<file path="config.mk">
export PLATFORM = sky130hd
export DESIGN_NAME = pmt_section_parser_top_flat
export DESIGN_NICKNAME = d
export VERILOG_FILES = /design/src/sv/pmt_pkg.sv /design/src/sv/pmt_if.sv /design/src/sv/pmt_csr.sv /design/src/sv/pmt_parse.sv /design/src/sv/pmt_outbuf.sv /design/src/sv/pmt_section_parser_top.sv /design/src/flat_wrapper.sv
export SDC_FILE = /design/constraint.sdc
export NUM_CORES = 1
export LEC_CHECK = 0
export BUFFER_PORTS_ARGS = -buffer_cell sky130_fd_sc_hd__buf_2
export CAP_MARGIN = 5
export CELL_PAD_IN_SITES_DETAIL_PLACEMENT = 0
export CELL_PAD_IN_SITES_GLOBAL_PLACEMENT = 2
export CORE_MARGIN = 3
export CORE_UTILIZATION = 41
export CTS_CLUSTER_DIAMETER = 30
export CTS_CLUSTER_SIZE = 20
export DETAILED_ROUTE_END_ITERATION = 16
export PLACE_DENSITY_LB_ADDON = 0.15
export SYNTH_ARGS = -nofsm -noshare
export SYNTH_HDL_FRONTEND = slang
export SYNTH_SLANG_ARGS = --single-unit
</file>
<file path="constraint.sdc">
create_clock -name clock -period 19.5 [get_ports clock]
set_input_delay 0.975 -clock clock [delete_from_list [all_inputs] [get_ports clock]]
set_output_delay 0.975 -clock clock [all_outputs]
set_load 0.005 [all_outputs]
</file>
<file path="src/sv/pmt_pkg.sv">
// ----------------------------------------------------------------------------
// PMT section parser package
// Shared types, constants and helper functions.
// ----------------------------------------------------------------------------
package pmt_pkg;

   localparam int MaxDescriptors  = 16;
   localparam int MaxStreams      = 16;
   localparam int MaxSectionBytes = 1024;
   localparam int MinSectionBytes = 16;
   localparam int PosWidth        = $clog2(MaxSectionBytes + 2);

   localparam logic [11:0] HDR_OVERHEAD = 12'd13;

   localparam logic [7:0] TAG_REGISTRATION   = 8'h05;
   localparam logic [7:0] TAG_TELETEXT       = 8'h56;
   localparam logic [7:0] TAG_SUBTITLING     = 8'h59;
   localparam logic [7:0] TAG_AC3            = 8'h6A;
   localparam logic [7:0] TAG_APP_SIGNALLING = 8'h6F;
   localparam logic [7:0] TAG_AC3_AUDIO      = 8'h81;
   localparam logic [7:0] ST_SECTIONS        = 8'h05;
   localparam logic [7:0] ST_PES_PRIVATE     = 8'h06;
   localparam logic [7:0] ST_AC3             = 8'h81;
   localparam logic [31:0] ID_DRA1           = 32'h44524131;
   localparam logic [31:0] ID_AC3            = 32'h41432D33;
   localparam logic [31:0] CRC_POLY          = 32'h04C11DB7;

   localparam logic [7:0] EXP_TID_RESET = 8'd2;
   localparam logic [0:0] REG_EXP_TID   = 1'b0;

   typedef enum logic [1:0] {
      KIND_HEADER = 2'd0,
      KIND_STREAM = 2'd1,
      KIND_END    = 2'd2
   } kind_type;

   typedef enum logic [2:0] {
      SUB_UNKNOWN  = 3'd0,
      SUB_APP_SIG  = 3'd1,
      SUB_DRA      = 3'd2,
      SUB_TELETEXT = 3'd3,
      SUB_SUBTITLE = 3'd4,
      SUB_AC3      = 3'd5
   } subtype_type;

   typedef enum logic [2:0] {
      STAT_OK       = 3'd0,
      STAT_CRC      = 3'd1,
      STAT_SIZE     = 3'd2,
      STAT_LENGTH   = 3'd3,
      STAT_SECNUM   = 3'd4,
      STAT_BAD_TID  = 3'd5
   } status_type;

   typedef enum logic [3:0] {
      PH_HDR  = 4'd0,
      PH_PROG = 4'd1,
      PH_ES0  = 4'd2,
      PH_ES1  = 4'd3,
      PH_ES2  = 4'd4,
      PH_ES3  = 4'd5,
      PH_ES4  = 4'd6,
      PH_ESD  = 4'd7,
      PH_DONE = 4'd8
   } phase_type;

   typedef enum logic [1:0] {
      W_TAG  = 2'd0,
      W_LEN  = 2'd1,
      W_BODY = 2'd2,
      W_SKIP = 2'd3
   } walk_type;

   typedef struct packed {
      logic [7:0] data_byte;
      logic       first_byte;
      logic       last_byte;
   } req_type;

   typedef struct packed {
      kind_type    record_kind;
      logic [15:0] pgm_num;
      logic [5:0]  version_and_current;
      logic [7:0]  sec_no;
      logic [7:0]  last_sec_no;
      logic [12:0] pid;
      logic [7:0]  es_type;
      logic [2:0]  es_sub;
      logic [11:0] info_length;
      logic [4:0]  item_count;
      logic [2:0]  status;
      logic        record_last;
   } rsp_type;

   function automatic logic [31:0] crc_next(input logic [31:0] crc, input logic [7:0] b);
      logic [31:0] c;
      c = crc ^ {b, 24'd0};
      for (int i = 0; i < 8; i++) begin
         c = c[31] ? ((c << 1) ^ CRC_POLY) : (c << 1);
      end
      return c;
   endfunction

   function automatic logic [4:0] sat5(input logic [6:0] v);
      return (v > 7'd31) ? 5'd31 : v[4:0];
   endfunction

endpackage

</file>
<file path="src/sv/pmt_if.sv">
// ----------------------------------------------------------------------------
// PMT stream channel
// Valid/ready channels carrying one payload each: req_type or rsp_type.
// ----------------------------------------------------------------------------
interface pmt_req_if import pmt_pkg::*; ();
   logic    valid;
   logic    ready;
   req_type payload;
   modport source (output valid, output payload, input ready);
   modport sink (input valid, input payload, output ready);
endinterface

interface pmt_rsp_if import pmt_pkg::*; ();
   logic    valid;
   logic    ready;
   rsp_type payload;
   modport source (output valid, output payload, input ready);
   modport sink (input valid, input payload, output ready);
endinterface

</file>
<file path="src/sv/pmt_csr.sv">
// ----------------------------------------------------------------------------
// PMT configuration registers
// APB-style register port holding the expected table id.
// ----------------------------------------------------------------------------
module pmt_csr import pmt_pkg::*; (
   input  logic        clock,
   input  logic        reset,
   input  logic        csr_psel,
   input  logic        csr_penable,
   input  logic        csr_pwrite,
   input  logic [2:0]  csr_paddr,
   input  logic [31:0] csr_pwdata,
   output logic [31:0] csr_prdata,
   output logic        csr_pready,
   output logic [7:0]  exp_tid
);
   logic [7:0] exp_tid_ff;
   logic       wr_en;
   logic       addr_hit;

   assign csr_pready = 1'b1;
   assign addr_hit   = (csr_paddr[2] == REG_EXP_TID) && (csr_paddr[1:0] == 2'd0);
   assign wr_en      = csr_psel && csr_penable && csr_pwrite && addr_hit;
   assign csr_prdata = addr_hit ? {24'd0, exp_tid_ff} : 32'd0;
   assign exp_tid    = exp_tid_ff;

   always_ff @(posedge clock) begin
      if (reset) begin
         exp_tid_ff <= EXP_TID_RESET;
      end else if (wr_en) begin
         exp_tid_ff <= csr_pwdata[7:0];
      end
   end
endmodule

</file>
<file path="src/sv/pmt_parse.sv">
// ----------------------------------------------------------------------------
// PMT parse core
// Per-byte section parser: header, descriptor walk, stream entries, CRC.
// ----------------------------------------------------------------------------
module pmt_parse import pmt_pkg::*; (
   input  logic       clock,
   input  logic       reset,
   input  logic       in_valid,
   input  req_type    in_req,
   input  logic [7:0] exp_tid,
   output logic       out_valid,
   output rsp_type    out_rsp
);
   logic [PosWidth-1:0] pos_ff, pos_in;
   phase_type   phase_ff, phase_in;
   walk_type    walk_ff, walk_in;
   logic [15:0] prog_ff, prog_in;
   logic [5:0]  ver_ff, ver_in;
   logic [7:0]  secn_ff, secn_in;
   logic [7:0]  lsec_ff, lsec_in;
   logic [12:0] pcr_ff, pcr_in;
   logic [11:0] pil_ff, pil_in;
   logic [11:0] slen_ff, slen_in;
   logic [12:0] esrem_ff, esrem_in;
   logic [12:0] drem_ff, drem_in;
   logic [7:0]  dleft_ff, dleft_in;
   logic [6:0]  dcnt_ff, dcnt_in;
   logic [6:0]  scnt_ff, scnt_in;
   logic [7:0]  est_ff, est_in;
   logic [12:0] epid_ff, epid_in;
   logic [11:0] eil_ff, eil_in;
   logic [2:0]  esub_ff, esub_in;
   logic [31:0] fid_ff, fid_in;
   logic [31:0] crc_ff, crc_in;
   logic [2:0]  err_ff, err_in;
   logic [7:0]  tag_ff, tag_in;
   logic [2:0]  idb_ff, idb_in;

   logic [7:0]  b;
   logic [PosWidth-1:0] pos, bpos;
   logic [31:0] crc_start;
   logic [11:0] w12;
   logic [12:0] rem_next;
   logic        walk_end;
   logic        in_es;
   logic        emit;
   rsp_type     rec;
   logic [2:0]  st;

   always_comb begin
      b        = in_req.data_byte;
      pos_in   = pos_ff;   phase_in = phase_ff; walk_in = walk_ff;
      prog_in  = prog_ff;  ver_in   = ver_ff;   secn_in = secn_ff; lsec_in = lsec_ff;
      pcr_in   = pcr_ff;   pil_in   = pil_ff;   slen_in = slen_ff;
      esrem_in = esrem_ff; drem_in  = drem_ff;  dleft_in = dleft_ff;
      dcnt_in  = dcnt_ff;  scnt_in  = scnt_ff;  est_in  = est_ff;
      epid_in  = epid_ff;  eil_in   = eil_ff;   esub_in = esub_ff;
      fid_in   = fid_ff;   err_in   = err_ff;   tag_in  = tag_ff; idb_in = idb_ff;
      crc_start = crc_ff;
      w12 = 12'd0; rem_next = 13'd0; walk_end = 1'b0; in_es = 1'b0;
      emit = 1'b0; rec = '0; st = STAT_OK; bpos = '0;
      if (in_req.first_byte) begin
         pos_in = '0; phase_in = PH_HDR; walk_in = W_TAG;
         prog_in = '0; ver_in = '0; secn_in = '0; lsec_in = '0; pcr_in = '0; pil_in = '0;
         slen_in = '0; esrem_in = '0; drem_in = '0; dleft_in = '0; dcnt_in = '0;
         scnt_in = '0; est_in = '0; epid_in = '0; eil_in = '0; esub_in = '0;
         fid_in = '0; err_in = '0; tag_in = '0; idb_in = '0;
         crc_start = '1;
      end
      crc_in = crc_next(crc_start, b);
      pos = pos_in;
      if (pos_in <= PosWidth'(MaxSectionBytes)) begin
         pos_in = pos_in + 1'b1;
      end
      bpos = pos_in;
      if (pos >= PosWidth'(MaxSectionBytes)) begin
         phase_in = PH_DONE;
      end
      in_es = (phase_in == PH_ESD);
      unique case (phase_in)
         PH_HDR: begin
            unique case (pos)
               PosWidth'(0): if (b != exp_tid && err_in == 3'd0) err_in = STAT_BAD_TID;
               PosWidth'(1): slen_in = {b[3:0], 8'd0};
               PosWidth'(2): begin
                  slen_in = {slen_in[11:8], b};
                  if (slen_in < 12'(MinSectionBytes - 3) || slen_in > 12'(MaxSectionBytes - 3))
                  begin
                     if (err_in == 3'd0) err_in = STAT_LENGTH;
                     phase_in = PH_DONE;
                  end
               end
               PosWidth'(3): prog_in = {b, 8'd0};
               PosWidth'(4): prog_in = {prog_in[15:8], b};
               PosWidth'(5): ver_in = b[5:0];
               PosWidth'(6): secn_in = b;
               PosWidth'(7): begin
                  lsec_in = b;
                  if (secn_in > b) begin
                     if (err_in == 3'd0) err_in = STAT_SECNUM;
                     phase_in = PH_DONE;
                  end
               end
               PosWidth'(8): pcr_in = {b[4:0], 8'd0};
               PosWidth'(9): pcr_in = {pcr_in[12:8], b};
               PosWidth'(10): pil_in = {b[3:0], 8'd0};
               PosWidth'(11): begin
                  pil_in = {pil_in[11:8], b};
                  if ({1'b0, pil_in} + {1'b0, HDR_OVERHEAD} > {1'b0, slen_in}) begin
                     if (err_in == 3'd0) err_in = STAT_LENGTH;
                     phase_in = PH_DONE;
                     emit = 1'b1;
                     rec.record_kind = KIND_HEADER;
                     rec.pid = pcr_in;
                     rec.info_length = pil_in;
                  end else begin
                     w12 = slen_in - pil_in - HDR_OVERHEAD;
                     esrem_in = {1'b0, w12};
                     dcnt_in = '0;
                     if (pil_in == 12'd0) begin
                        phase_in = PH_ES0;
                        emit = 1'b1;
                        rec.record_kind = KIND_HEADER;
                        rec.pid = pcr_in;
                     end else begin
                        drem_in = {1'b0, pil_in};
                        walk_in = W_TAG;
                        phase_in = PH_PROG;
                     end
                  end
               end
               default: ;
            endcase
         end
         PH_PROG, PH_ESD: begin
            unique case (walk_in)
               W_TAG: begin
                  if (drem_in >= 13'd2 && dcnt_in < 7'(MaxDescriptors)) begin
                     tag_in = b;
                     dcnt_in = dcnt_in + 1'b1;
                     idb_in = '0;
                     fid_in = '0;
                     if (in_es && esub_in == SUB_UNKNOWN) begin
                        if (est_in == ST_SECTIONS) begin
                           if (b == TAG_APP_SIGNALLING) esub_in = SUB_APP_SIG;
                        end else if (est_in == ST_PES_PRIVATE) begin
                           if (b == TAG_TELETEXT) esub_in = SUB_TELETEXT;
                           else if (b == TAG_SUBTITLING) esub_in = SUB_SUBTITLE;
                           else if (b == TAG_AC3) esub_in = SUB_AC3;
                        end else if (est_in == ST_AC3) begin
                           if (b == TAG_AC3 || b == TAG_AC3_AUDIO) esub_in = SUB_AC3;
                        end
                     end
                     walk_in = W_LEN;
                  end else begin
                     walk_in = W_SKIP;
                  end
               end
               W_LEN: begin
                  dleft_in = b;
                  walk_in = (b != 8'd0) ? W_BODY : W_TAG;
               end
               W_BODY: begin
                  if (in_es && tag_in == TAG_REGISTRATION && idb_in < 3'd4) begin
                     fid_in = {fid_in[23:0], b};
                     idb_in = idb_in + 1'b1;
                     if (idb_in == 3'd4 && esub_in == SUB_UNKNOWN) begin
                        if (est_in == ST_PES_PRIVATE && fid_in == ID_DRA1) esub_in = SUB_DRA;
                        else if (est_in == ST_AC3 && fid_in == ID_AC3) esub_in = SUB_AC3;
                     end
                  end
                  if (dleft_in != 8'd0) dleft_in = dleft_in - 1'b1;
                  if (dleft_in == 8'd0) walk_in = W_TAG;
               end
               default: ;
            endcase
            rem_next = drem_in - 1'b1;
            drem_in = rem_next;
            walk_end = (rem_next == 13'd0);
            if (walk_end) begin
               phase_in = PH_ES0;
               emit = 1'b1;
               if (in_es) begin
                  scnt_in = scnt_in + 1'b1;
                  rec.record_kind = KIND_STREAM;
                  rec.pid = epid_in;
                  rec.es_type = est_in;
                  rec.es_sub = esub_in;
                  rec.info_length = eil_in;
               end else begin
                  rec.record_kind = KIND_HEADER;
                  rec.pid = pcr_in;
                  rec.info_length = pil_in;
               end
               rec.item_count = sat5(dcnt_in);
            end
         end
         PH_ES0: begin
            if (esrem_in >= 13'd5 && scnt_in < 7'(MaxStreams)) begin
               est_in = b; epid_in = '0; eil_in = '0; esub_in = '0;
               dcnt_in = '0;
               phase_in = PH_ES1;
            end else begin
               phase_in = PH_DONE;
            end
         end
         PH_ES1: begin epid_in = {b[4:0], 8'd0}; phase_in = PH_ES2; end
         PH_ES2: begin epid_in = {epid_in[12:8], b}; phase_in = PH_ES3; end
         PH_ES3: begin eil_in = {b[3:0], 8'd0}; phase_in = PH_ES4; end
         PH_ES4: begin
            eil_in = {eil_in[11:8], b};
            esrem_in = esrem_in - 13'd5;
            if ({1'b0, eil_in} > esrem_in) begin
               if (err_in == 3'd0) err_in = STAT_LENGTH;
               phase_in = PH_DONE;
               emit = 1'b1;
            end else if (eil_in == 12'd0) begin
               phase_in = PH_ES0;
               emit = 1'b1;
            end else begin
               esrem_in = esrem_in - {1'b0, eil_in};
               drem_in = {1'b0, eil_in};
               dcnt_in = '0;
               walk_in = W_TAG;
               phase_in = PH_ESD;
            end
            if (emit) begin
               scnt_in = scnt_in + 1'b1;
               rec.record_kind = KIND_STREAM;
               rec.pid = epid_in;
               rec.es_type = est_in;
               rec.es_sub = esub_in;
               rec.info_length = eil_in;
            end
         end
         default: ;
      endcase
      rec.pgm_num = prog_in;
      rec.version_and_current = ver_in;
      rec.sec_no = secn_in;
      rec.last_sec_no = lsec_in;
      if (in_req.last_byte) begin
         if (bpos < PosWidth'(MinSectionBytes) || bpos > PosWidth'(MaxSectionBytes)) begin
            st = STAT_SIZE;
         end else if (err_in != 3'd0) begin
            st = err_in;
         end else if (crc_in != 32'd0) begin
            st = STAT_CRC;
         end
         emit = 1'b1;
         rec = '0;
         rec.record_kind = KIND_END;
         rec.pgm_num = prog_in;
         rec.version_and_current = ver_in;
         rec.sec_no = secn_in;
         rec.last_sec_no = lsec_in;
         rec.item_count = sat5(scnt_in);
         rec.status = st;
         rec.record_last = 1'b1;
         pos_in = '0; phase_in = PH_HDR; walk_in = W_TAG;
         prog_in = '0; ver_in = '0; secn_in = '0; lsec_in = '0; pcr_in = '0; pil_in = '0;
         slen_in = '0; esrem_in = '0; drem_in = '0; dleft_in = '0; dcnt_in = '0;
         scnt_in = '0; est_in = '0; epid_in = '0; eil_in = '0; esub_in = '0;
         fid_in = '0; err_in = '0; tag_in = '0; idb_in = '0;
         crc_in = '1;
      end
   end

   always_ff @(posedge clock) begin
      if (reset) begin
         pos_ff <= '0; phase_ff <= PH_HDR; walk_ff <= W_TAG;
         prog_ff <= '0; ver_ff <= '0; secn_ff <= '0; lsec_ff <= '0; pcr_ff <= '0;
         pil_ff <= '0; slen_ff <= '0; esrem_ff <= '0; drem_ff <= '0; dleft_ff <= '0;
         dcnt_ff <= '0; scnt_ff <= '0; est_ff <= '0; epid_ff <= '0; eil_ff <= '0;
         esub_ff <= '0; fid_ff <= '0; crc_ff <= '1; err_ff <= '0; tag_ff <= '0;
         idb_ff <= '0;
      end else if (in_valid) begin
         pos_ff <= pos_in; phase_ff <= phase_in; walk_ff <= walk_in;
         prog_ff <= prog_in; ver_ff <= ver_in; secn_ff <= secn_in; lsec_ff <= lsec_in;
         pcr_ff <= pcr_in; pil_ff <= pil_in; slen_ff <= slen_in; esrem_ff <= esrem_in;
         drem_ff <= drem_in; dleft_ff <= dleft_in; dcnt_ff <= dcnt_in; scnt_ff <= scnt_in;
         est_ff <= est_in; epid_ff <= epid_in; eil_ff <= eil_in; esub_ff <= esub_in;
         fid_ff <= fid_in; crc_ff <= crc_in; err_ff <= err_in; tag_ff <= tag_in;
         idb_ff <= idb_in;
      end
   end

   assign out_valid = in_valid && emit;
   assign out_rsp   = rec;
endmodule

</file>
<file path="src/sv/pmt_outbuf.sv">
// ----------------------------------------------------------------------------
// PMT output buffer
// Two-entry skid buffer so the parser keeps taking bytes while a record waits.
// ----------------------------------------------------------------------------
module pmt_outbuf import pmt_pkg::*; (
   input  logic    clock,
   input  logic    reset,
   input  logic    wr_valid,
   input  rsp_type wr_rsp,
   output logic    wr_room,
   output logic    rd_valid,
   output rsp_type rd_rsp,
   input  logic    rd_ready
);
   rsp_type    mem_ff [2];
   logic       wptr_ff, rptr_ff;
   logic [1:0] cnt_ff;
   logic       push, pop;

   assign wr_room  = (cnt_ff != 2'd2);
   assign rd_valid = (cnt_ff != 2'd0);
   assign rd_rsp   = mem_ff[rptr_ff];
   assign push     = wr_valid && wr_room;
   assign pop      = rd_valid && rd_ready;

   always_ff @(posedge clock) begin
      if (push) begin
         mem_ff[wptr_ff] <= wr_rsp;
      end
   end

   always_ff @(posedge clock) begin
      if (reset) begin
         wptr_ff <= 1'b0;
         rptr_ff <= 1'b0;
         cnt_ff  <= 2'd0;
      end else begin
         if (push) wptr_ff <= ~wptr_ff;
         if (pop) rptr_ff <= ~rptr_ff;
         cnt_ff <= cnt_ff + {1'b0, push} - {1'b0, pop};
      end
   end
endmodule

</file>
<file path="src/sv/pmt_section_parser_top.sv">
// ----------------------------------------------------------------------------
// PMT section parser top level
// Parses MPEG-2 program map sections byte by byte into header, stream and
// end records.
// ----------------------------------------------------------------------------
// Usage: section bytes enter on the req channel, one request per byte, with
// first_byte / last_byte framing. Records leave on the rsp channel: a header
// record after the program descriptor loop, one record per stream entry and
// an end record with status on the last byte. The expected table id sits at
// csr address 0; the user must write it only while the block is idle, as the
// block itself does not enforce this. Throughput: one byte per cycle while
// req_ready is high. A record is buffered when its byte is taken and reaches
// rsp once earlier records are taken. A two-entry output buffer decouples the
// sides: req_ready drops only while both entries hold records the receiver
// has not taken, so a stalled receiver stalls the input after two records.
// Reset: clears the parse state, the CRC to all ones, the output buffer, and
// sets the expected table id to 2.
// ----------------------------------------------------------------------------
module pmt_section_parser_top import pmt_pkg::*; (
   input  logic        clock,
   input  logic        reset,
   pmt_req_if.sink     req,
   pmt_rsp_if.source   rsp,
   input  logic        csr_psel,
   input  logic        csr_penable,
   input  logic        csr_pwrite,
   input  logic [2:0]  csr_paddr,
   input  logic [31:0] csr_pwdata,
   output logic [31:0] csr_prdata,
   output logic        csr_pready
);
   logic       [7:0] exp_tid;
   logic             take;
   logic             rec_valid;
   rsp_type          rec;
   logic             room;

   pmt_csr u_csr (
      .clock(clock), .reset(reset),
      .csr_psel(csr_psel), .csr_penable(csr_penable), .csr_pwrite(csr_pwrite),
      .csr_paddr(csr_paddr), .csr_pwdata(csr_pwdata), .csr_prdata(csr_prdata),
      .csr_pready(csr_pready), .exp_tid(exp_tid)
   );

   assign req.ready = room;
   assign take      = req.valid && room;

   pmt_parse u_parse (
      .clock(clock), .reset(reset), .in_valid(take), .in_req(req.payload),
      .exp_tid(exp_tid), .out_valid(rec_valid), .out_rsp(rec)
   );

   pmt_outbuf u_outbuf (
      .clock(clock), .reset(reset), .wr_valid(rec_valid), .wr_rsp(rec),
      .wr_room(room), .rd_valid(rsp.valid), .rd_rsp(rsp.payload), .rd_ready(rsp.ready)
   );

   a_last_end: assert property (@(posedge clock) disable iff (reset)
      rsp.valid |-> (rsp.payload.record_last == (rsp.payload.record_kind == KIND_END)))
      else $error("record_last disagrees with record kind");

   a_last_byte_record: assert property (@(posedge clock) disable iff (reset)
      (take && req.payload.last_byte) |=> rsp.valid)
      else $error("no record after last byte");

   a_status_only_end: assert property (@(posedge clock) disable iff (reset)
      (rsp.valid && rsp.payload.record_kind != KIND_END) |-> rsp.payload.status == STAT_OK)
      else $error("status on non-end record");
endmodule
</file>
<file path="src/flat_wrapper.sv">
// flat-port wrapper written by rule: the top's interface ports become plain ports
module pmt_section_parser_top_flat import pmt_pkg::*;
  (clock, reset, csr_psel, csr_penable, csr_pwrite, csr_paddr, csr_pwdata, csr_prdata, csr_pready, req_valid, req_payload, req_ready, rsp_valid, rsp_payload, rsp_ready);
  pmt_req_if req_i ();
  pmt_rsp_if rsp_i ();
  input  logic clock;
  input  logic reset;
  input  logic csr_psel;
  input  logic csr_penable;
  input  logic csr_pwrite;
  input  logic [2:0] csr_paddr;
  input  logic [31:0] csr_pwdata;
  output logic [31:0] csr_prdata;
  output logic csr_pready;
  input wire logic [$bits(req_i.valid)-1:0] req_valid;
  input wire logic [$bits(req_i.payload)-1:0] req_payload;
  output wire logic [$bits(req_i.ready)-1:0] req_ready;
  output wire logic [$bits(rsp_i.valid)-1:0] rsp_valid;
  output wire logic [$bits(rsp_i.payload)-1:0] rsp_payload;
  input wire logic [$bits(rsp_i.ready)-1:0] rsp_ready;
  assign req_i.valid = req_valid;
  assign req_i.payload = req_payload;
  assign req_ready = req_i.ready;
  assign rsp_valid = rsp_i.valid;
  assign rsp_payload = rsp_i.payload;
  assign rsp_i.ready = rsp_ready;
  pmt_section_parser_top u_core (.clock(clock), .reset(reset), .req(req_i), .rsp(rsp_i), .csr_psel(csr_psel), .csr_penable(csr_penable), .csr_pwrite(csr_pwrite), .csr_paddr(csr_paddr), .csr_pwdata(csr_pwdata), .csr_prdata(csr_prdata), .csr_pready(csr_pready));
endmodule
</file>
; Word-level counts from Yosys, hierarchy flattened
; Memory sizes are Yosys's and may differ from the RTL's. A register that Yosys moved wholly into a read port is not among the register bits.
; Cells that the tools add are included.
[op_classes]
n_addsub = 13
order_cmp = 16
eq_ne = 34
n_mux = 202
n_bitwise = 12
reduce_logical = 36
[ops]
columns = op, n
row1 = 13-bit two-way mux, 23
row2 = 32-bit two-way mux, 7
row3 = 27-bit two-way mux, 8
row4 = 8-bit two-way mux, 24
row5 = 12-bit two-way mux, 12
row6 = 13-bit case mux with 3 select lines, 3
row7 = 14-bit inverter, 8
row8 = 7-bit two-way mux, 15
row9 = 3-bit two-way mux, 34
row10 = 85-bit two-way mux, 1
row11 = 12-bit case mux with 3 select lines, 2
row12 = 32-bit by 31-bit == test with 1-bit output (second input constant), 2
row13 = 32-bit case mux with 2 select lines, 1
row14 = 13-bit case mux with 2 select lines, 2
row15 = 16-bit two-way mux, 3
row16 = 12-bit case mux with 2 select lines, 2
row17 = 11-bit by 3-bit == test with 1-bit output (second input constant), 4
row18 = 11-bit by 4-bit == test with 1-bit output (second input constant), 4
row19 = 11-bit two-way mux, 4
row20 = 41-bit two-way mux, 1
row21 = 36-bit two-way mux, 1
row22 = 4-bit two-way mux, 9
row23 = 8-bit by 7-bit == test with 1-bit output (second input constant), 4
row24 = 16-bit case mux with 2 select lines, 1
row25 = 69 further kinds, 138
[totals]
ff_bits = 266
mem_bits_rw = 170
input_bits = 52
output_inout_bits = 120
word_cells = 342
mem_count = 1
[mem_list]
columns = name, depth, word_bits, rd, rd_ports_with_merged_regs, write_ports, line_no
row1 = u_core.u_outbuf.mem_ff, 2, 85, 1, 1, 1, pmt_outbuf.sv:15  ; rsp_type mem_ff [2];

; Logic depth before layout (Yosys ltp)
; Gate-level depths: netlist of run 1.
[depth]
word_depth = 23
mapped_depth = 27
ltp_nobuf = 20

; Modules after synthesis
; Synthesis of run 1 repeated with hierarchy kept, for this count alone.
[hier_totals]
hier_cells = 2708
hier_area_um2 = 24235.7
[by_module_without_submodules]
columns = module, n_inst, cells_each, area_each_um2, seq_area_each_um2
row1 = pmt_parse, 1, 2348, 17230.3, 4924.7
row2 = pmt_outbuf, 1, 288, 6368.6, 5205.0
row3 = pmt_csr, 1, 71, 630.6, 160.2
row4 = pmt_section_parser_top, 1, 1, 6.3, 0.0

; Least setup slack after synthesis of run 1
; No wires, ideal clock.
[synth_timing]
path_type = input-to-reg
from = in req_payload[1]
to = mem u_core.u_outbuf.mem_ff[0][0] (netlist name), enable pin
setup_time_ps = 527
arrival_time_ps = 8785
t_required_ps = 18973
setup_slack_ps = 10188
path_stages = 22
path_buffers = 7
path_cell_list = clkbuf_1 -> buf_2 -> inv_1 -> clkbuf_1 -> clkbuf_1 -> clkbuf_1 -> clkbuf_1 -> nand2_1 -> ha_1 -> nor2b_1 -> nor4_1 -> nand3_1 -> xor2_1 -> nand2_1 -> ha_1 -> a21o_1 -> nor2_1 -> a211o_1 -> and3_1 -> clkbuf_1 -> o41ai_1 -> nor2_1
[synth_between]
elab_chain_cells = 11
word_cells_on_any_way = 36
classes_between = 3 x add/sub / 3 x order compare / 4 x eq/ne / 19 x mux / 7 x reduce/logical
[synth_lines]
columns = element, line_no
row1 = start: declaration, flat_wrapper.sv:16  ; input wire logic [$bits(req_i.payload)-1:0] req_payload;
row2 = 13-bit two-way mux (tied with other cells), pmt_parse.sv:62  ; if (in_req.first_byte) begin
row3 = 13-bit by 3-bit subtractor with 13-bit output (tied with other cells), pmt_parse.sv:212  ; esrem_in = esrem_in - 13'd5;
row4 = 12-bit by 13-bit > comparator with 1-bit output (tied with other cells), pmt_parse.sv:213  ; if ({1'b0, eil_in} > esrem_in) begin
row5 = 1-bit two-way mux (tied with other cells), pmt_parse.sv:213
row6 = 1-bit two-way mux (tied with other cells), pmt_parse.sv:80  ; unique case (phase_in)
row7 = 1-bit case mux with 3 select lines *, pmt_parse.sv:80
row8 = 1-bit two-way mux *, pmt_parse.sv:242  ; if (in_req.last_byte) begin
row9 = 1-bit logical AND *, pmt_parse.sv:288  ; assign out_valid = in_valid && emit;
row10 = 1-bit logical AND *, pmt_outbuf.sv:23  ; assign push = wr_valid && wr_room;
row11 = 1-bit two-way mux *, pmt_outbuf.sv:27  ; if (push) begin
row12 = 1-bit two-way mux (implied by the code) *, pmt_outbuf.sv:28  ; mem_ff[wptr_ff] <= wr_rsp;
row13 = end: declaration, pmt_outbuf.sv:15
; Mark *: on every way between the ends. The rest lies on a longest branch, timed or not. The select of a mux whose other input is x is not followed.

; Worst setup path in the final report of run 1
[layout_timing]
from = in req_payload[1]
to = mem u_core.u_outbuf.mem_ff[1][76] (netlist name), enable pin
; Same word-level chain as after synthesis.

==> results.md, run 1 <==
Status:
- The flow ran to the end, and the final reports show no timing, DRC or antenna violations.

Synthesis:
- After synthesis, the netlist uses 91 different library cells.
- For this run, the leading register cell type out of synthesis is sky130_fd_sc_hd__dfxtp_1.
- The share of flip-flops with an asynchronous set or reset after synthesis is 0%.
- The register bit total from synthesis is 427.
- The share of the synthesized area in the top cell type is a little over a fifth.
- The largest total area in the synthesized netlist belongs to sky130_fd_sc_hd__dfxtp_1.
- The number of warnings issued by yosys is 0.
- The total standard cell area after synthesis is about 24000 µm².
- The share of the Yosys chip area taken by registers is between 40% and 50%.
- The gate count of the mapped netlist is ~2600.
- Sorting the synthesized cells by area gives the leading types as sky130_fd_sc_hd__dfxtp_1, sky130_fd_sc_hd__edfxtp_1, sky130_fd_sc_hd__nor2_1.
- Averaged over all synthesized cells, the footprint is roughly 9.0 µm².
- The number of enable flip-flop cells after synthesis is ~170.

Cells and area:
- For this run, the post-layout net count is 2865.
- The layout filler cell count is around 5300.
- The multi-input combinational cells in the finished layout cover a total of ~13000 µm².
- The most common cell after layout, fill and taps aside is sky130_fd_sc_hd__nor2_1.
- The area growth from synthesis to layout is 20.1%.
- The post-route netlist has between 15 and 20% of its cells at a drive strength greater than 1.
- The top cell types in the final layout, fill and taps aside, are sky130_fd_sc_hd__nor2_1, sky130_fd_sc_hd__dfxtp_1, sky130_fd_sc_hd__nand2_1, sky130_fd_sc_hd__edfxtp_1, sky130_fd_sc_hd__a22oi_1.
- The number of inserted diodes is 0.
- Across the whole layout, storage elements account for around 10000 µm².
- The share of the core filled with cells in the final layout is approximately half.

STA:
- The count of final max-slew check failures is 0.
- In this run the tightest slew margin relative to its limit is 9.13%.
- The clock period minus final worst setup slack is between 7 and 8 ns.
- Between clock sinks in the finished design, the worst skew comes to about 0.045 ns.
- The total negative slack for setup checks is 0 ns.
- Setup violations remaining at the end of the flow were counted as 0.
- Setup repair after global routing left no endpoint under its margin.
- For the pin with the worst max-slew slack, the measured transition is between 1 and 1.5 ns.
- The final count of hold timing violations is 0.
- The maximum clock frequency is approximately 140 MHz.
- The ratio of final minimum period to clock period is a little under two fifths.

Power:
- The power per standard cell area is 110 nW/µm².
- Summed over all nets, the switching power comes to 863 µW.
- The combinational share of power is 14.1%.
- The sequential fraction of design power is a little under a third.
- The maximum VDD drop is approximately 0.067 mV.
- Internal power comes to 2300 µW.
- The fraction of power spent switching nets is a little over a quarter.
- The clock share of power is a little over half.
- The leakage power summed over all cells is between 0.01 and 0.015 µW.

Route:
- The number of vias per cell is approximately 5.8.
- The number of nets with antenna violations after detailed routing is 0.
- After detailed routing, the average wire length per cell comes to around 22 µm.
- The detailed router put a total of ~37 mm of wire on met1.
- For this block, the initial DRC count from the detailed router was about 1700.
- The routed design uses approximately 36 mm of met2 wire.
- The routed length on met3 is between 4 and 5 mm.
- Summed over all layers, the routed wires come to between 70 and 80 mm.
- The top routing layer in use is met4.
- The number of vias after detailed routing is 20932.
- In the routed design, unresolved DRC markers number 0.
- The iteration count of the initial detailed-routing pass is 7.

Floorplanning:
- The number of I/O pins is between 150 and 200.
- The total die area is roughly 60000 µm².
- For this configuration, the core starts out at a cell density of a little over two fifths.
- The width of the chip is around 250 µm.
- The row count is between 80 and 90.
- The die is 247 µm tall.
- The area of the core region is between 50000 and 60000 µm².

Setup path:
- In this design, the critical path's most frequently occurring cell is sky130_fd_sc_hd__buf_4.
- The worst setup path is captured at a flip-flop.
- The largest individual stage delay along the critical path comes from the cell sky130_fd_sc_hd__buf_4.
- STA puts the critical path data arrival time at approximately 7.5 ns.
- Of all nets on the critical path, the largest fanout is 64.
- The worst setup path is of the in -> reg kind.
- The register-to-register setup slack is roughly 14 ns.
- The worst stage delay on the critical path is ~0.75 ns.
- The signal on the critical path passes through buf_4, inv_2, buf_4, nand2_1, ha_1, nor2b_1, nor4_1, buf_4, and3_1, o21ai_0, ha_1, nand3_1, nor2_1, a21oi_1, a211o_1, and3_1, o41ai_2, nor2_4, buf_4.
- For the worst setup path, the data required time is a little under 20 ns.
- The worst setup path is launched from an input pin.

Placement:
- Routability-driven placement finished with a final weighted congestion of between 0.8 and 0.9.
- The number of port buffers is between 100 and 150.
- The HPWL after detailed placement is around 50 mm.

Min path:
- The worst hold-check path type is reg -> reg.

Global routing:
- The first global-routing pass estimated ~120 mm of wire.
- Summed over all layers, the global routing overflow is 0.
- The number of global-route vias before repair was 20167.
- The initial antenna violation count is 0.
- Entering global routing, the biggest net connects between 100 and 150 pins.
- In the global route stage, overall resource usage came out at about a quarter.

Clock tree:
- The total number of H-tree levels is 3.
- The clock insertion delay at the later pin of the skew report is about 0.65 ns.
- In this run the post-CTS setup repair buffer count came out at 0.
- The buffer depth of the longest clock path is 3.
- TritonCTS created around 100 clock buffers.
- The CTS clock-pin slew for the worst setup and hold paths is 0.05 ns.
- The post-cts resize count is 0.
- The cell sitting at the root of the clock tree is a sky130_fd_sc_hd__clkbuf_16.
- The post-cts hold buffer count is 0.
- The CTS tree is yes.
- Counting every sink on the clock net gives approximately 430.

Job:
- Max-cap violations in this run came to 0.
[power groups by stage]
stage / logic, µW / registers, µW / clock network, µW
6_report: 446 / 986 / 1740
5_1_grt: 487 / 990 / 1810
4_1_cts: 450 / 986 / 1760
3_5_place_dp: 448 / 1000 / 0
3_3_place_gp: 447 / 1000 / 0
2_1_floorplan: 305 / 993 / 0
[final cells by class]
class / instances / area share (%)
clock buffers: 126 / 9.78
clock inverters: 72 / 2.86
inverters: 61 / 0.798
multi-input cells: 1975 / 44.4
flip-flops and latches: 427 / 35.7
well taps: 756 / 3.30
repair buffers: 162 / 3.25
[through the flow]
| step | instance area (µm²) | hold slack [ns] | cells | power, µW | setup WS, ns |
|---|---|---|---|---|---|
| floorplan | 24000 | 0.417 | 2663 | 1300 | 10.19 |
| global placement | 25100 | 0.427 | 3381 | 1450 | 11.75 |
| detailed placement | 25100 | 0.435 | 3381 | 1450 | 11.64 |
| CTS | 28700 | 0.445 | 3579 | 3200 | 12.31 |
| global route | 28700 | 0.482 | 3579 | 3290 | 11.89 |
| finish | 28700 | 0.447 | 3579 | 3170 | 12.22 |
[cells by family (layout without fill, tap and decap cells)]
group	Yosys count	count (layout)	synth area share [%]
compound gates	677	677	18.8
xor+xnor	137	137	5.61
fa+ha+maj	82	82	4.36
buf+inv	261	421	4.54
flops	427	427	42.8
mux	113	113	5.23
other cells	2	25	0.0314
simple gates	941	941	18.6
[state kept, by name (all words and copies together), names as in the netlist, 11 cells and up, named ones only]
name and cells:
u_core.u_outbuf.mem_ff 168, u_core.u_parse.crc_ff 32, u_core.u_parse.drem_ff 13, u_core.u_parse.eil_ff 12, u_core.u_parse.epid_ff 13, u_core.u_parse.esrem_ff 13, u_core.u_parse.fid_ff 24, u_core.u_parse.pcr_ff 13
u_core.u_parse.pil_ff 12, u_core.u_parse.pos_ff 11, u_core.u_parse.prog_ff 16, u_core.u_parse.slen_ff 12
[metal layers]
| metal | up-vias | GRT usage (%) |
|---|---|---|
| li1 | 9798 | - |
| met1 | 10340 | 36.0 |
| met2 | 675 | 40.5 |
| met3 | 119 | 3.96 |
| met4 | 0 | 7.91 |
| met5 | - | 0 |
[synthesized netlist by cell type (25+ instances only)]
cell type and n:
sky130_fd_sc_hd__and2_1 27, sky130_fd_sc_hd__nor2_1 382, sky130_fd_sc_hd__o21ai_0 135, sky130_fd_sc_hd__buf_4 26, sky130_fd_sc_hd__a22oi_1 150, sky130_fd_sc_hd__nand4_1 25
sky130_fd_sc_hd__xnor2_1 97, sky130_fd_sc_hd__edfxtp_1 168, sky130_fd_sc_hd__a32oi_1 28, sky130_fd_sc_hd__mux2_2 94, sky130_fd_sc_hd__ha_1 80, sky130_fd_sc_hd__dfxtp_1 259
sky130_fd_sc_hd__buf_1 25, sky130_fd_sc_hd__xor2_1 30, sky130_fd_sc_hd__inv_1 60, sky130_fd_sc_hd__nor3_1 51, sky130_fd_sc_hd__o22ai_1 32, sky130_fd_sc_hd__nor4_1 27
sky130_fd_sc_hd__nand2b_1 35, sky130_fd_sc_hd__clkbuf_1 144, sky130_fd_sc_hd__nand3_1 53, sky130_fd_sc_hd__nand2_1 197, sky130_fd_sc_hd__nor2b_1 38, sky130_fd_sc_hd__a21oi_1 146
[worst max-delay path: cells and delay by family]
kind / cells / cell delay [ns]
buffers and inverters: 5 / 2.45
adder cells (fa/ha/maj): 2 / 0.62
AO/OA/AOI/OAI: 4 / 1.18
AND/OR/NAND/NOR: 8 / 2.11
[final timing paths]
path | from | endpoint | cells after the start
min | u_core.u_parse.dcnt_ff[0]$_SDFFE_PP0P_ | u_core.u_parse.dcnt_ff[0]$_SDFFE_PP0P_ | 2
max reg2reg | u_core.u_parse.esrem_ff[1]$_SDFFE_PP0P_ | u_core.u_outbuf.mem_ff[1][76]$_DFFE_PP_ | 16
min reg2reg | u_core.u_parse.dcnt_ff[0]$_SDFFE_PP0P_ | u_core.u_parse.dcnt_ff[0]$_SDFFE_PP0P_ | 2
max | req_payload[1] | u_core.u_outbuf.mem_ff[1][76]$_DFFE_PP_ | 19
Note: power is estimated with default switching activity, not from simulation.
==> run 2: changes to the inputs <==
Settings changed: CORE_UTILIZATION 41 to 38.
Clock period 19.5 ns to 7.6 ns, I/O delays scaled along.
==> results.md, run 2 (synthesis gave the netlist of run 1 again) <==
Status:
- Status: finished, final reports clean (unchanged).

Cells and area:
- The layout filler cell count came to 5947 (was 5338).
- The final net count is 2909 (was 2865).
- Largest regs: u_core.u_outbuf.mem_ff: 168 flops, u_core.u_parse.crc_ff: 32 flops, u_core.u_parse.fid_ff: 24 flops (unchanged).
- The number of inserted diodes came to 0 (unchanged).
- The register with the highest flop count is u_core.u_outbuf.mem_ff (unchanged).
- The flip-flop count of the largest register, all copies and words added is 168 (unchanged).
- The layout cell share with drive strength beyond 1 was 17.7% (was 17.5%).
- The most common cell after layout, fill and taps aside is sky130_fd_sc_hd__nor2_1 (unchanged).
- The area growth from synthesis to layout is 22.6% (was 20.1%).
- Top library cells by usage in the layout, fill and taps aside: sky130_fd_sc_hd__nor2_1, sky130_fd_sc_hd__dfxtp_1, sky130_fd_sc_hd__nand2_1, sky130_fd_sc_hd__edfxtp_1, sky130_fd_sc_hd__a22oi_1 (unchanged).

Floorplanning:
- The initial core utilization is 38.6% (was 41.9%).
- The row count is 91 (was 87).
- The number of I/O pins is 172 (unchanged).
- The width of the chip is 257 µm (was 247 µm).
- The area of the core region is 61900 µm² (was 57000 µm²).
- The die height was 257 µm (was 247 µm).
- The total die area came to 65900 µm² (was 61200 µm²).

Route:
- The number of vias per cell is 5.72 (was 5.85).
- The residual DRC count is 0 (unchanged).
- The detail-routed net length per standard cell is 22.9 µm (was 22.2 µm).
- The iteration count of the initial detailed-routing pass was 5 (was 7).
- The number of vias after detailed routing is 21197 (was 20932).
- The total wirelength of the detailed-routed design was 84.8 mm (was 79.6 mm).
- The first-iteration detailed-routing DRC count is 1834 (was 1696).
- The number of nets with antenna violations after detailed routing is 0 (unchanged).

Power:
- The switching power summed over all nets is 2260 µW (was 863 µW).
- The clock share of power is 55.7% (was 54.8%).
- The post-layout total power is 8400 µW (was 3170 µW).
- The combinational share of power is 14.2% (was 14.1%).
- The power per standard cell area is 287 nW/µm² (was 110 nW/µm²).
- The maximum VDD drop was 0.186 mV (was 0.0673 mV).
- The leakage power summed over all cells was 0.0110 µW (was 0.0107 µW).
- The cell-internal power is 6140 µW (was 2300 µW).
- The sequential fraction of design power is 30.1% (was 31.1%).
- The fraction of power spent switching nets came to 26.9% (was 27.2%).

Global routing:
- The number of global-route vias before repair came to 20875 (was 20167).
- The initial antenna violation count is 0 (unchanged).
- The global route total overflow is 0 (unchanged).
- The maximum number of pins on one net before global-route repair is 91 (was 103).
- The first-pass GRT wire length was 128 mm (was 121 mm).
- The total global routing track utilization was 24.9% (was 25.6%).

Setup path:
- The total stage count of the critical path is 20 (was 19).
- The kind of capture point of the worst setup path is a flip-flop (unchanged).
- The arrival time reported for the critical path endpoint is 5.80 ns (was 7.54 ns).
- The gate family responsible for the most delay along the worst path is simple AND/OR/NAND/NOR gates (was buffers and inverters).
- The origin of the critical flop-to-flop path is u_core.u_parse.pil_ff[8]$_SDFFE_PP0P_ (was u_core.u_parse.esrem_ff[1]$_SDFFE_PP0P_).
- The cell type of the slowest stage on the worst timing path is sky130_fd_sc_hd__o41ai_2 (was sky130_fd_sc_hd__buf_4).
- The worst path required time came to 8.12 ns (was 19.76 ns).
- Worst path cell trace: buf_2, ha_1, nor3_1, or3_1, nor3_1, xor2_1, ha_1, nand4_1, or4b_2, o311ai_1, buf_4, nand2_1, o21a_1, o41ai_2, ha_1, inv_1, ha_1, xor2_1, xnor2_1, nor2_1 (was buf_4, inv_2, buf_4, nand2_1, ha_1, nor2b_1, nor4_1, buf_4, and3_1, o21ai_0, ha_1, nand3_1, nor2_1, a21oi_1, a211o_1, and3_1, o41ai_2, nor2_4, buf_4).
- The kind of critical path was in -> reg (unchanged).
- The critical path startpoint category is an input pin (unchanged).
- The largest fanout on the critical path is 10 (was 64).
- The endpoint of the most critical register-to-register path is u_core.u_outbuf.cnt_ff[1]$_SDFF_PP0_ (was u_core.u_outbuf.mem_ff[1][76]$_DFFE_PP_).
- The register-to-register setup slack is 2.51 ns (was 13.96 ns).
- The worst reg2reg path depth is 18 (was 16).
- The worst stage delay on the critical path is 0.95 ns (was 0.75 ns).
- The count of buffer and inverter cells on the critical path is 3 (was 5).
- The cell with the most instances on the worst path is sky130_fd_sc_hd__ha_1 (was sky130_fd_sc_hd__buf_4).

Clock tree:
- The clock insertion delay at the later pin of the skew report is 0.67 ns (was 0.65 ns).
- The CTS clock-pin slew for the worst setup and hold paths is 0.04 ns (was 0.05 ns).
- The post-cts resize count is 0 (unchanged).
- The total number of H-tree levels came to 3 (unchanged).
- The CTS tree was yes (unchanged).
- The root buffer selected by CTS is sky130_fd_sc_hd__clkbuf_16 (unchanged).
- The sink count of the clock tree came to 427 (unchanged).
- The buffer depth of the longest clock path is 3 (unchanged).
- The total clock buffers created by CTS is 111 (was 104).

Placement:
- The routability congestion estimate from global placement is 0.901 (was 0.849).
- The number of port buffers is 122 (unchanged).
- The HPWL after detailed placement is 57.2 mm (was 51.5 mm).

STA:
- The ratio of final minimum period to clock period is around 70%.
- Setup repair after global routing missed its margin: no (unchanged).
- The clock period minus final worst setup slack is between 5 and 6 ns.
- Based on the critical path, the design can be clocked at up to ~190 MHz.
- The slew at the pin closest to its max-slew limit is 1.34 ns (was 1.36 ns).
- The count of final max-slew check failures is 0 (unchanged).
- The number of failing setup endpoints in the final timing report is 0 (unchanged).
- The final worst clock skew was 0.0705 ns (was 0.0448 ns).
- The total negative slack for setup checks came to 0 ns (unchanged).
- The final count of hold timing violations is 0 (unchanged).
- The relative slew slack is 9.75% (was 9.13%).

Min path:
- The worst hold-check path type is in -> reg (was reg -> reg).
- The capture endpoint of the worst hold path is u_core.u_parse.crc_ff[0]$_SDFFE_PP1P_ (was u_core.u_parse.dcnt_ff[0]$_SDFFE_PP0P_).
- The hold path depth came to 2 (unchanged).
- The start point of the worst min-delay path is reset (was u_core.u_parse.dcnt_ff[0]$_SDFFE_PP0P_).

Job:
- The count of max-cap constraint violations is 0 (unchanged).
## run 2: cell count changes in the layout (fill, tap and decap cells not counted), sizes merged
cell         delta
buf            +29
clkbuf         +13
dlygate4sd3     +8
inv             -6
bufinv          +4
clkinvlp        -2
clkinv          -1
## run 2: worst max-delay path by stage
stage,start,endpoint,slack [ns]
after floorplan,req_payload[1],u_core.u_outbuf.mem_ff[0][0]$_DFFE_PP_,-1.12
after global placement,req_payload[2],u_core.u_outbuf.cnt_ff[1]$_SDFF_PP0_,1.66
after detailed placement,req_payload[1],u_core.u_outbuf.cnt_ff[1]$_SDFF_PP0_,1.66
after CTS,req_payload[1],u_core.u_outbuf.cnt_ff[1]$_SDFF_PP0_,2.33
after global routing,req_payload[1],u_core.u_outbuf.cnt_ff[1]$_SDFF_PP0_,1.99
final,req_payload[2],u_core.u_outbuf.cnt_ff[1]$_SDFF_PP0_,2.32
## run 2: layout make-up
| type | instances | area, µm² | area share [%] |
|---|---|---|---|
| Multi-Input combinational cell | 1975 | 12700 | 43.4 |
| Sequential cell | 427 | 10200 | 34.9 |
| Clock buffer | 139 | 2910 | 9.95 |
| Timing Repair Buffer | 199 | 1250 | 4.29 |
| Tap cell | 837 | 1050 | 3.58 |
| Clock inverter | 67 | 890 | 3.04 |
| Inverter | 61 | 229 | 0.782 |
## run 2: routing by layer
metal	vias up	routed length [µm]	global-route usage [%]
met4	0	2750	9.13
met1	10379	38500	34.2
met3	154	5210	3.77
met2	793	38300	39.9
li1	9871	-	-
met5	-	0	0
## run 2: power groups by stage
| stage | clock network [µW] | logic (µW) | registers [µW] |
|---|---|---|---|
| floorplan | 0 | 784 | 2550 |
| global route | 4890 | 1280 | 2540 |
| CTS | 4750 | 1200 | 2530 |
| finish | 4670 | 1190 | 2530 |
| detailed placement | 0 | 1190 | 2570 |
| global placement | 0 | 1190 | 2570 |
## run 2: repair_timing
item | in CTS | in global routing
hold endpoints to repair | 8 | 0
hold buffers | 8 | 0
setup buffers | 0 | 0
endpoints found under the setup margin | 0 | 0
## run 2: through the flow
stage / util (%) / hold WS (ns) / cell area, µm² / setup WS, ns / cells
6_report: 47.3 / 0.0760 / 29300 / 2.32 / 3705
5_1_grt: 47.3 / 0.0863 / 29300 / 1.99 / 3705
4_1_cts: 47.3 / 0.0669 / 29300 / 2.33 / 3705
3_5_place_dp: 41.0 / 0.449 / 25400 / 1.66 / 3491
3_3_place_gp: 41.0 / 0.429 / 25400 / 1.66 / 3491
2_1_floorplan: - / 0.417 / 24000 / -1.12 / 2663
## run 2: worst register-to-register path, stage by stage, from the launching register on
cell and delay, ns:
sky130_fd_sc_hd__dfxtp_1 0.42, sky130_fd_sc_hd__inv_1 0.14, sky130_fd_sc_hd__nor2_1 0.40, sky130_fd_sc_hd__xor2_1 0.13, sky130_fd_sc_hd__ha_1 0.32, sky130_fd_sc_hd__and3_1 0.18, sky130_fd_sc_hd__nand4_1 0.12, sky130_fd_sc_hd__or4b_2 0.62
sky130_fd_sc_hd__o311ai_1 0.11, sky130_fd_sc_hd__buf_4 0.22, sky130_fd_sc_hd__nand2_1 0.14, sky130_fd_sc_hd__o21a_1 0.25, sky130_fd_sc_hd__o41ai_2 0.95, sky130_fd_sc_hd__ha_1 0.37, sky130_fd_sc_hd__inv_1 0.06, sky130_fd_sc_hd__ha_1 0.15
sky130_fd_sc_hd__xor2_1 0.18, sky130_fd_sc_hd__xnor2_1 0.14, sky130_fd_sc_hd__nor2_1 0.05
